### config.mk
export PLATFORM = sky130hd
export DESIGN_NAME = modular_arithmetic_unit
export DESIGN_NICKNAME = d
export VERILOG_FILES = /design/src/hw/rtl/mau_pkg.sv /design/src/hw/rtl/mau_reduce.sv /design/src/hw/rtl/mau_mulmod.sv /design/src/hw/rtl/modular_arithmetic_unit.sv
export SDC_FILE = /design/constraint.sdc
export NUM_CORES = 2
export LEC_CHECK = 0
export BUFFER_PORTS_ARGS = -buffer_cell sky130_fd_sc_hd__buf_4
export CAP_MARGIN = 20
export CELL_PAD_IN_SITES_DETAIL_PLACEMENT = 2
export CELL_PAD_IN_SITES_GLOBAL_PLACEMENT = 2
export CORE_MARGIN = 2
export CORE_UTILIZATION = 41
export CTS_BUF_LIST = sky130_fd_sc_hd__clkbuf_8 sky130_fd_sc_hd__clkbuf_16
export CTS_CLUSTER_DIAMETER = 40
export CTS_CLUSTER_SIZE = 28
export DETAILED_ROUTE_END_ITERATION = 12
export MAX_ROUTING_LAYER = met4
export PLACE_DENSITY = 0.84
export SLEW_MARGIN = 15
export SYNTH_ARGS = -nofsm -noshare
export SYNTH_HDL_FRONTEND = slang
export SYNTH_SLANG_ARGS = --single-unit
### constraint.sdc
create_clock -name clk -period 7 [get_ports clk]
set_input_delay 0.7 -clock clk [delete_from_list [all_inputs] [get_ports clk]]
set_output_delay 0.7 -clock clk [all_outputs]
set_load 0.005 [all_outputs]
### src/hw/rtl/mau_pkg.sv
// Shared types, opcodes and modular helper functions for the modular arithmetic unit.
package mau_pkg;

	// Width of operands, results and the modulus.
	localparam int VALUE_W = 31;

	// Modulus after reset.
	localparam logic [VALUE_W-1:0] MOD_RESET = VALUE_W'(64'd1000000007);

	// Opcodes.
	localparam logic [2:0] OP_ADD = 3'd0;
	localparam logic [2:0] OP_SUB = 3'd1;
	localparam logic [2:0] OP_MUL = 3'd2;
	localparam logic [2:0] OP_POW = 3'd3;
	localparam logic [2:0] OP_DIV = 3'd4;

	// Configuration register indexes.
	localparam logic CFG_MODULUS = 1'b0;
	localparam logic CFG_PRIME   = 1'b1;

	typedef logic [VALUE_W-1:0] value_t;

	typedef struct packed {
		logic [2:0] opcode;
		value_t     operand_a;
		value_t     operand_b;
	} mau_in_t;

	typedef struct packed {
		value_t result;
		logic   error;
	} mau_out_t;

	// (a + b) mod m for a, b < m.
	function automatic value_t add_mod(input value_t a, input value_t b, input value_t m);
		logic [VALUE_W:0] s;
		s = {1'b0, a} + {1'b0, b};
		if (s >= {1'b0, m}) begin
			s = s - {1'b0, m};
		end
		return s[VALUE_W-1:0];
	endfunction

	// (a - b) mod m for a, b < m.
	function automatic value_t sub_mod(input value_t a, input value_t b, input value_t m);
		logic [VALUE_W:0] s;
		s = {1'b0, a} - {1'b0, b};
		if (a < b) begin
			s = s + {1'b0, m};
		end
		return s[VALUE_W-1:0];
	endfunction

endpackage

### src/hw/rtl/mau_reduce.sv
// Bit-serial restoring reduction of one value modulo the modulus, one bit per cycle.
module mau_reduce import mau_pkg::*; (
	input  logic   clk,
	input  logic   arst_n,
	input  logic   start,
	input  value_t din,
	input  value_t m,
	output logic   done,
	output value_t rem
);

	localparam int CNT_W = (VALUE_W > 1) ? $clog2(VALUE_W) : 1;
	localparam logic [CNT_W-1:0] LAST_STEP = CNT_W'(VALUE_W - 1);

	logic             busy_q;
	logic             done_q;
	logic [CNT_W-1:0] cnt_q;
	value_t           r_q;
	value_t           d_q;
	logic [VALUE_W:0] trial;

	// Shift the next dividend bit into the remainder.
	assign trial = {r_q, d_q[VALUE_W-1]};

	// Control: count one step per dividend bit.
	always_ff @(posedge clk or negedge arst_n) begin
		if (!arst_n) begin
			busy_q <= 1'b0;
			done_q <= 1'b0;
			cnt_q  <= '0;
		end else begin
			done_q <= 1'b0;
			if (start) begin
				busy_q <= 1'b1;
				cnt_q  <= '0;
			end else if (busy_q) begin
				cnt_q <= cnt_q + 1'b1;
				if (cnt_q == LAST_STEP) begin
					busy_q <= 1'b0;
					done_q <= 1'b1;
				end
			end
		end
	end

	// Datapath: the remainder stays below m, so one subtraction restores it.
	always_ff @(posedge clk) begin
		if (start) begin
			r_q <= '0;
			d_q <= din;
		end else if (busy_q) begin
			d_q <= d_q << 1;
			if (trial >= {1'b0, m}) begin
				r_q <= VALUE_W'(trial - {1'b0, m});
			end else begin
				r_q <= trial[VALUE_W-1:0];
			end
		end
	end

	assign done = done_q;
	assign rem  = r_q;

endmodule

### src/hw/rtl/mau_mulmod.sv
// Shift-and-add modular multiplier, one multiplier bit per cycle, ending at its last one.
module mau_mulmod import mau_pkg::*; (
	input  logic   clk,
	input  logic   arst_n,
	input  logic   start,
	input  value_t x,
	input  value_t y,
	input  value_t m,
	output logic   done,
	output value_t prod
);

	logic   busy_q;
	logic   done_q;
	value_t acc_q;
	value_t x_q;
	value_t y_q;

	// Control: stop once no set multiplier bits remain.
	always_ff @(posedge clk or negedge arst_n) begin
		if (!arst_n) begin
			busy_q <= 1'b0;
			done_q <= 1'b0;
		end else begin
			done_q <= 1'b0;
			if (start) begin
				busy_q <= 1'b1;
			end else if (busy_q && (y_q[VALUE_W-1:1] == '0)) begin
				busy_q <= 1'b0;
				done_q <= 1'b1;
			end
		end
	end

	// Datapath: add the doubled multiplicand where the multiplier bit is set.
	always_ff @(posedge clk) begin
		if (start) begin
			acc_q <= '0;
			x_q   <= x;
			y_q   <= y;
		end else if (busy_q) begin
			if (y_q[0]) begin
				acc_q <= add_mod(acc_q, x_q, m);
			end
			x_q <= add_mod(x_q, x_q, m);
			y_q <= y_q >> 1;
		end
	end

	assign done = done_q;
	assign prod = acc_q;

endmodule

### src/hw/rtl/modular_arithmetic_unit.sv
// Top level of the modular arithmetic unit: configuration, sequencer and output register.
//
//  Channel   Direction  Handshake               Payload
//  input     in         in_valid / in_ready     in_data   (opcode, operand_a, operand_b)
//  output    out        out_valid / out_ready   out_data  (result, error)
//  config    in         cfg_we                  cfg_index, cfg_data
//
// An item goes straight to the done state when the modulus is below two, the opcode is
// undefined or a divide is refused; otherwise two bit-serial reductions run, then add
// or subtract is computed directly, multiply runs the shift-and-add multiplier once, and
// power or divide run it up to twice per exponent bit.
// in_ready is high only while the sequencer is idle; a finished item waits in the
// output register, and the next one may be accepted while it waits.
// Reset sets the modulus to 1000000007 and the prime flag to one.
module modular_arithmetic_unit import mau_pkg::*; (
	input  logic     clk,
	input  logic     arst_n,
	input  logic     in_valid,
	output logic     in_ready,
	input  mau_in_t  in_data,
	output logic     out_valid,
	input  logic     out_ready,
	output mau_out_t out_data,
	input  logic     cfg_we,
	input  logic     cfg_index,
	input  value_t   cfg_data
);

	localparam logic [3:0] ST_IDLE  = 4'd0;
	localparam logic [3:0] ST_REDA  = 4'd1;
	localparam logic [3:0] ST_REDB  = 4'd2;
	localparam logic [3:0] ST_ARITH = 4'd3;
	localparam logic [3:0] ST_MUL   = 4'd4;
	localparam logic [3:0] ST_PCHK  = 4'd5;
	localparam logic [3:0] ST_PMACC = 4'd6;
	localparam logic [3:0] ST_PSQR  = 4'd7;
	localparam logic [3:0] ST_FMUL  = 4'd8;
	localparam logic [3:0] ST_DONE  = 4'd9;

	localparam value_t ONE = VALUE_W'(1);
	localparam value_t TWO = VALUE_W'(2);

	logic [3:0] state_q, state_d;
	value_t     modulus_q;
	logic       prime_q;
	logic [2:0] op_q, op_d;
	value_t     m_q, m_d;
	value_t     braw_q, braw_d;
	value_t     a_q, a_d;
	value_t     b_q, b_d;
	value_t     acc_q, acc_d;
	value_t     base_q, base_d;
	value_t     exp_q, exp_d;
	value_t     res_q, res_d;
	logic       err_q, err_d;
	logic       out_valid_q;
	mau_out_t   out_data_q;

	logic       accept;
	logic       red_start, red_done;
	value_t     red_din, red_rem;
	logic       mul_start, mul_done;
	value_t     mul_x, mul_y, mul_prod;

	assign in_ready = (state_q == ST_IDLE);
	assign accept   = in_valid && in_ready;

	// Configuration registers.
	always_ff @(posedge clk or negedge arst_n) begin
		if (!arst_n) begin
			modulus_q <= MOD_RESET;
			prime_q   <= 1'b1;
		end else if (cfg_we) begin
			unique case (cfg_index)
				CFG_MODULUS: modulus_q <= cfg_data;
				CFG_PRIME:   prime_q   <= cfg_data[0];
				default:     ;
			endcase
		end
	end

	mau_reduce u_reduce (
		.clk    (clk),
		.arst_n (arst_n),
		.start  (red_start),
		.din    (red_din),
		.m      (m_q),
		.done   (red_done),
		.rem    (red_rem)
	);

	mau_mulmod u_mulmod (
		.clk    (clk),
		.arst_n (arst_n),
		.start  (mul_start),
		.x      (mul_x),
		.y      (mul_y),
		.m      (m_q),
		.done   (mul_done),
		.prod   (mul_prod)
	);

	// Sequencer and operand selection for the shared units.
	always_comb begin
		state_d   = state_q;
		op_d      = op_q;
		m_d       = m_q;
		braw_d    = braw_q;
		a_d       = a_q;
		b_d       = b_q;
		acc_d     = acc_q;
		base_d    = base_q;
		exp_d     = exp_q;
		res_d     = res_q;
		err_d     = err_q;
		red_start = 1'b0;
		red_din   = braw_q;
		mul_start = 1'b0;
		mul_x     = base_q;
		mul_y     = base_q;

		unique case (state_q)
			ST_IDLE: begin
				red_din = in_data.operand_a;
				if (accept) begin
					op_d   = in_data.opcode;
					m_d    = modulus_q;
					braw_d = in_data.operand_b;
					res_d  = '0;
					err_d  = 1'b0;
					if (modulus_q < TWO || in_data.opcode > OP_DIV) begin
						state_d = ST_DONE;
					end else if (in_data.opcode == OP_DIV && !prime_q) begin
						err_d   = 1'b1;
						state_d = ST_DONE;
					end else begin
						red_start = 1'b1;
						state_d   = ST_REDA;
					end
				end
			end
			ST_REDA: begin
				if (red_done) begin
					a_d       = red_rem;
					red_start = 1'b1;
					state_d   = ST_REDB;
				end
			end
			ST_REDB: begin
				if (red_done) begin
					b_d     = red_rem;
					state_d = ST_ARITH;
				end
			end
			ST_ARITH: begin
				mul_x = a_q;
				mul_y = b_q;
				case (op_q)
					OP_ADD: begin
						res_d   = add_mod(a_q, b_q, m_q);
						state_d = ST_DONE;
					end
					OP_SUB: begin
						res_d   = sub_mod(a_q, b_q, m_q);
						state_d = ST_DONE;
					end
					OP_MUL: begin
						mul_start = 1'b1;
						state_d   = ST_MUL;
					end
					OP_POW: begin
						acc_d   = ONE;
						base_d  = a_q;
						exp_d   = braw_q;
						state_d = ST_PCHK;
					end
					OP_DIV: begin
						if (b_q == '0) begin
							state_d = ST_DONE;
						end else begin
							acc_d   = ONE;
							base_d  = b_q;
							exp_d   = m_q - TWO;
							state_d = ST_PCHK;
						end
					end
					default: state_d = ST_DONE;
				endcase
			end
			ST_MUL: begin
				if (mul_done) begin
					res_d   = mul_prod;
					state_d = ST_DONE;
				end
			end
			ST_PCHK: begin
				// Square-and-multiply, least significant exponent bit first.
				if (exp_q == '0) begin
					if (op_q == OP_DIV) begin
						mul_x     = a_q;
						mul_y     = acc_q;
						mul_start = 1'b1;
						state_d   = ST_FMUL;
					end else begin
						res_d   = acc_q;
						state_d = ST_DONE;
					end
				end else if (exp_q[0]) begin
					mul_x     = acc_q;
					mul_y     = base_q;
					mul_start = 1'b1;
					state_d   = ST_PMACC;
				end else begin
					mul_start = 1'b1;
					state_d   = ST_PSQR;
				end
			end
			ST_PMACC: begin
				if (mul_done) begin
					acc_d = mul_prod;
					// The square after the top exponent bit is never used.
					if (exp_q[VALUE_W-1:1] == '0) begin
						exp_d   = '0;
						state_d = ST_PCHK;
					end else begin
						mul_start = 1'b1;
						state_d   = ST_PSQR;
					end
				end
			end
			ST_PSQR: begin
				if (mul_done) begin
					base_d  = mul_prod;
					exp_d   = exp_q >> 1;
					state_d = ST_PCHK;
				end
			end
			ST_FMUL: begin
				if (mul_done) begin
					res_d   = mul_prod;
					state_d = ST_DONE;
				end
			end
			ST_DONE: begin
				if (!out_valid_q || out_ready) begin
					state_d = ST_IDLE;
				end
			end
			default: state_d = ST_IDLE;
		endcase
	end

	// Control registers.
	always_ff @(posedge clk or negedge arst_n) begin
		if (!arst_n) begin
			state_q     <= ST_IDLE;
			out_valid_q <= 1'b0;
		end else begin
			state_q <= state_d;
			if (state_q == ST_DONE && (!out_valid_q || out_ready)) begin
				out_valid_q <= 1'b1;
			end else if (out_ready) begin
				out_valid_q <= 1'b0;
			end
		end
	end

	// Payload registers.
	always_ff @(posedge clk) begin
		op_q   <= op_d;
		m_q    <= m_d;
		braw_q <= braw_d;
		a_q    <= a_d;
		b_q    <= b_d;
		acc_q  <= acc_d;
		base_q <= base_d;
		exp_q  <= exp_d;
		res_q  <= res_d;
		err_q  <= err_d;
		if (state_q == ST_DONE && (!out_valid_q || out_ready)) begin
			out_data_q.result <= res_q;
			out_data_q.error  <= err_q;
		end
	end

	assign out_valid = out_valid_q;
	assign out_data  = out_data_q;

endmodule

After elaboration in Yosys (flattened, before gate mapping)
Cells that the tools add are included.
- input bits: 102
- word-level logic and storage cells: 186
- bits in registers: 485
- output and inout bits: 34
- bitwise operators: 1
- order comparisons: 7
- multiplexer cells: 79
- add/sub/neg operators: 11
- reductions and logical operators: 34
- equality and inequality tests: 28
- operators with widths (kind ; count):
    two-way mux 31 bit ; 27
    one-hot mux 31 bit (2 select lines) ; 8
    subtractor 31 bit ; 5
    greater-or-equal comparator 32 x 31 -> 1 bit ; 4
    one-hot mux 31 bit (4 select lines) ; 1
    adder 31 x 31 -> 32 bit ; 3
    one-hot mux 31 bit (3 select lines) ; 1
    logical NOT 31 bit ; 2
    logical NOT 30 bit ; 2
    two-way mux 4 bit ; 11
    one-hot mux 4 bit (9 select lines) ; 1
    adder 31 bit ; 1
    less-than comparator 31 x 2 -> 1 bit, second input constant ; 1
    less-than comparator 31 bit ; 1
    subtractor 31 x 2 -> 31 bit, second input constant ; 1
    two-way mux 1 bit ; 24
    equality test 4 x 3 -> 1 bit, second input constant ; 4
    != test 2 x 1 -> 1 bit, second input constant ; 7
    one-hot mux 4 bit (3 select lines) ; 1
    AND reduction 2 bit ; 6
    AND reduction 6 bit ; 2
    nonzero test 2 bit ; 6
    two-way mux 5 bit ; 2
    equality test 4 x 2 -> 1 bit, second input constant ; 2
    26 further kinds ; 37

Logic depth before layout (Yosys ltp)
- depth in word-level cells: 7
- depth in mapped cells: 25
- depth with buffers taken out: 23

Cells and area by module
A second synthesis with hierarchy kept.
- cell total of the unflattened synthesis: 3938
- area total of the unflattened synthesis: 36460.0 um^2
- by module, submodules not included (module ; sequential area each (um^2) ; area an instance (um^2) ; times used ; cells each):
    modular_arithmetic_unit ; 9475.3 ; 21898.5 ; 1 ; 2283
    mau_mulmod ; 2532.4 ; 9381.5 ; 1 ; 1064
    mau_reduce ; 1726.7 ; 5180.0 ; 1 ; 591

Worst setup path after synthesis
No wires, ideal clock.
- kind: reg2reg
- from: register b_q[0]
- to: register res_q[25], data pin
- data arrival time: 4.635 ns
- setup slack: 2.097 ns
- cell stages (with the launch flop): 23
- clock period less this slack: 4.903 ns
- library setup time: 0.268 ns
- required time: 6.732 ns
- path buffers: 0
- path through: edfxtp_1 ha_1 inv_1 fa_1 nor2_1 o311ai_0 a21oi_1 a21oi_1 o41ai_1 a21oi_1 o41ai_1 xnor2_1 ha_1 a21o_1 a21o_1 a21o_1 a21oi_1 a21bo_1 a21oi_1 xnor2_1 mux2_4 a222oi_1 o21ai_1
- longest elaborated chain between the ends: 5
- elaborated cells between the ends (all ways): 10
- classes of those cells: add/sub (4); order compare (2); mux (4)
- ends and longest elaborated chain (element ; line ; text):
    start, declared ; modular_arithmetic_unit.sv:50 ; value_t b_q, b_d;
    start signal, assigned ; modular_arithmetic_unit.sv:274 ; b_q <= b_d;
    subtractor 31 bit / adder 31 x 31 -> 32 bit (equally long branches) ; mau_pkg.sv:47, mau_pkg.sv:37 ;
    adder 31 bit, or another cell as far along ; mau_pkg.sv:49 ; s = s + {1'b0, m};
    two-way mux 31 bit, on equally long branches ; mau_pkg.sv:48, mau_pkg.sv:38 ;
    one-hot mux 31 bit (2 select lines) * ; modular_arithmetic_unit.sv:158 ; case (op_q)
    one-hot mux 31 bit (4 select lines) * ; modular_arithmetic_unit.sv:122 ; unique case (state_q)
    named net res_d[25] ; modular_arithmetic_unit.sv:54 ; value_t res_q, res_d;
    end signal, assigned ; modular_arithmetic_unit.sv:278 ; res_q <= res_d;
    end, declared ; modular_arithmetic_unit.sv:54 ;
Mark *: on every way through the listed nets, which the timed path passes. The rest lies on a longest branch.
A chain may end at the register's enable or synchronous reset.

Worst setup path after layout
- from: register b_q[0]
- to: register res_q[3], data pin
The elaborated chain is that of the path after synthesis.

==> results.md <==
- Most common cell after layout, fill and taps aside: edfxtp_1
- Worst EP required: 7.41 ns
- Final number of setup-violating endpoints: 0
- Post-layout instance area: 40200 µm²
- Leading register cell type out of synthesis: edfxtp_1
- Synth Area in Simple Gates: 0.146
- Clock tree from TritonCTS: done
- Average cell area after synthesis: 9.33 µm²
- PwrDens: 590 nW/µm²
- Highest net fanout along the worst path: 38
- Count of state elements after synthesis: 485
- Sum of net half-perimeters after detailed placement: 108000 µm
- Total global routing overflow: 0
- Multiplexer area fraction after synthesis: 0.0363
- Clock buffer count from CTS: 99
- Critical path class: flop to flop
- Count of endpoints failing hold in the final timing report: 0
- Layout-stage area growth over the synthesis result: 16.9%
- Worst Tran Pin Value: 1.17 ns
- Number of global-route vias before repair: 35.7k
- Final layout net count: 4164
- Avg Vias per Cell: 6.53
- Worst-case headroom to the max-slew limit: 0.220
- Setup Total Neg Slack: 0 ns
- Largest net degree at the start of global routing: 79
- Clk_lat worst skew: 0.72 ns
- Number of maximum-capacitance constraint violations: 0
- Number of enable-type register cells in the synthesized netlist: 377
- CTS hold repair buffers: 0
- Power share of the combinational group: 0.545
- Clock root buffer: clkbuf_16
- Synthesized netlist net count: 4053
- Effective utilization at floorplan: 0.413
- Combined area of all synthesized cells: 34400 µm²
- Kind of end point of the critical path: flop
- Async set-reset flop share out of synthesis: 0.0948
- Status: finished, final reports clean
- Maximum frequency from static timing analysis: 152 MHz
- Most frequent cells in the layout: edfxtp_1, nor2_1, a21oi_1
- Routability congestion estimate from global placement: 0.929
- Routed wire length per instance: 32.1 µm
- DRC viols: 0
- IO buf count: 135
- Number of fill cells in the layout: 8660
- Portion of the post-synthesis area used by sequential elements: 0.399
- Sw Share: 0.462
- Die footprint: 86300 µm²
- # H-tree levels: 3
- Sequential share of power: 0.235
- I/O Pins: 136
- All-layer global routing usage: 0.374
- First DRT Iteration DRCs: 2864
- Net switching power: 11000 µW
- Count of different cell masters after synthesis: 96
- Worst Hold Class: input pin to asynchronous set/reset pin
- Total number of vias: 32.5k
- Core Box Area: 83400 µm²
- Combinational family with the most area after synthesis: compound AO/OA/AOI/OAI gates
- RSZ-0062 raised after global routing: no
- Max Transition Viols Final: 0
- Initial antenna violation count: 10
- Count of TritonRoute iterations in the first routing pass: 5
- Final Critical Period: 6.58 ns
- Die span in y: 294 µm
- Post-synthesis instance total: 3692
- Clock slew seen by the registers of the worst setup and hold paths: 0.06 ns
- Sinks on the clock net: 485
- Area fraction in compound gates after synthesis: 0.228
- Wire length of the first global-routing pass: 236000 µm
- Clock share of power: 0.220
- Xor-xnor portion of the synthesized cell area: 0.0575
- Longest Clk Path Bufs: 3
- Number of flip-flops under the largest register name: 32
- Final wirelength: 160000 µm
- Std cell rows: 106
- Library cell occupying the most area in the post-synthesis netlist: edfxtp_1
- Synth top area cells: edfxtp_1, ha_1, a21oi_1
- Highest ir drop seen on vdd: 0.000413 V
- Leak: 0.0161 µW
- Arr. time, crit path: 6.99 ns
- Synthesis warning total: 0
- Placement-stage cell area: 36600 µm²
- Fraction of layout instances using a drive strength above 1: 0.121
- Die outline width: 294 µm
- Type of origin of the critical path: flop
- Remaining antenna violation count after routing: 0
- Setup Skew: 0.0617 ns
- Post-synth top area share: 0.329
- Design internal power: 12800 µW
- Synthesized-area fraction occupied by adder cells: 0.0959
- Share of the clock period used by the worst path: 0.940
-- cells by family after synthesis --
kind of cell / after synthesis
buf+inv: 334
xor+xnor: 226
fa+ha+maj: 259
mux: 119
simple gates: 1072
flops: 485
compound gates: 1197
-- critical path: stages, from the launching register on --
cell      delay [ns]
edfxtp_1        0.51
ha_1            0.27
inv_1           0.09
fa_1            0.23
nor2_1          0.09
o311ai_0        0.66
a21oi_1         0.22
a21oi_1         0.37
o41a_1          0.35
o211ai_1        0.19
a41oi_1         0.37
xnor2_1         0.16
ha_1            0.25
a21o_1          0.21
a2111o_1        0.46
a31o_2          0.24
o31ai_1         0.07
a21oi_1         0.10
a21oi_4         0.53
buf_12          0.31
a211oi_1        0.09
a211oi_1        0.32
o31ai_1         0.17
-- power by group through the flow --
stage	Sequential (µW)	Clock, µW	Combinational [µW]
2_1_floorplan	5000	0	9150
3_3_place_gp	5500	0	11800
3_5_place_dp	5540	0	12400
4_1_cts	5550	5240	12900
5_1_grt	5620	5350	14100
6_report	5590	5220	13000
-- worst paths after layout --
| check | from | to | slack [ns] | cells past startpoint |
|---|---|---|---|---|
| max in group asynchronous | arst_n | u_reduce.busy_q$_DFF_PN0_ | 6.37 | 1 |
| hold / removal | arst_n | modulus_q[3]$_DFFE_PN0P_ | 0.06 | 1 |
| setup / recovery | b_q[0]$_DFFE_PP_ | res_q[3]$_DFFE_PP_ | 0.42 | 22 |
| hold reg to reg | res_q[27]$_DFFE_PP_ | out_data[28]$_DFFE_PP_ | 0.42 | 0 |
| setup reg to reg | b_q[0]$_DFFE_PP_ | res_q[3]$_DFFE_PP_ | 0.42 | 22 |
| min in group clk | in_data[16] | braw_q[16]$_DFFE_PP_ | 0.17 | 1 |
-- layout make-up --
type	instances	area, µm²	share of cell area
antenna	9	22.5	0.000560
clock buffer	106	2610	0.0648
clock inverter	81	985	0.0245
inverter	160	601	0.0149
multi-input combinational	2873	19500	0.485
sequential	485	13700	0.341
tap	1080	1350	0.0336
timing repair buffer	184	1410	0.0349
-- routing by layer --
metal / part of all wire / vias to the layer above / GRT usage
li1: - / 14100 / -
met2: 0.48 / 1368 / 0.615
met5: 0 / - / -
met1: 0.38 / 16500 / 0.416
met3: 0.064 / 550 / 0.0654
met4: 0.080 / 0 / 0.254
-- Yosys cell counts (35+ instances only) --
cell type,number
edfxtp_1,377
nor2_1,347
a21oi_1,332
nand2_1,294
ha_1,251
o21ai_0,190
xnor2_1,164
inv_1,160
clkbuf_1,143
a21o_1,110
a211oi_1,99
a31oi_1,86
mux2i_1,80
nand3_1,75
a22oi_1,69
nor3_1,68
dfxtp_1,62
xor2_1,62
and2_1,48
nor4_1,42
o21bai_1,37
mux2_2,35
nor2b_1,35
o31ai_1,35
-- timing repair --
item / 4_1_cts / 5_1_grt
setup endpoints to repair: 0 / 1
resized for setup: 0 / 1
buffers inserted: 0 / 0
-- stage by stage --
| step | hold WS, ns | util | power [µW] | worst slack (ns) | cells |
|---|---|---|---|---|---|
| floorplan | 0.400 | - | 14100 | 2.10 | 3692 |
| global placement | 0.402 | 0.439 | 17300 | 1.03 | 4782 |
| detailed placement | 0.407 | 0.439 | 17900 | 0.735 | 4782 |
| CTS | 0.0624 | 0.482 | 23600 | 0.476 | 4969 |
| global route | 0.0877 | 0.482 | 25100 | 0.137 | 4978 |
| finish | 0.0628 | 0.482 | 23800 | 0.421 | 4978 |
(Power assumes the default switching activity.)
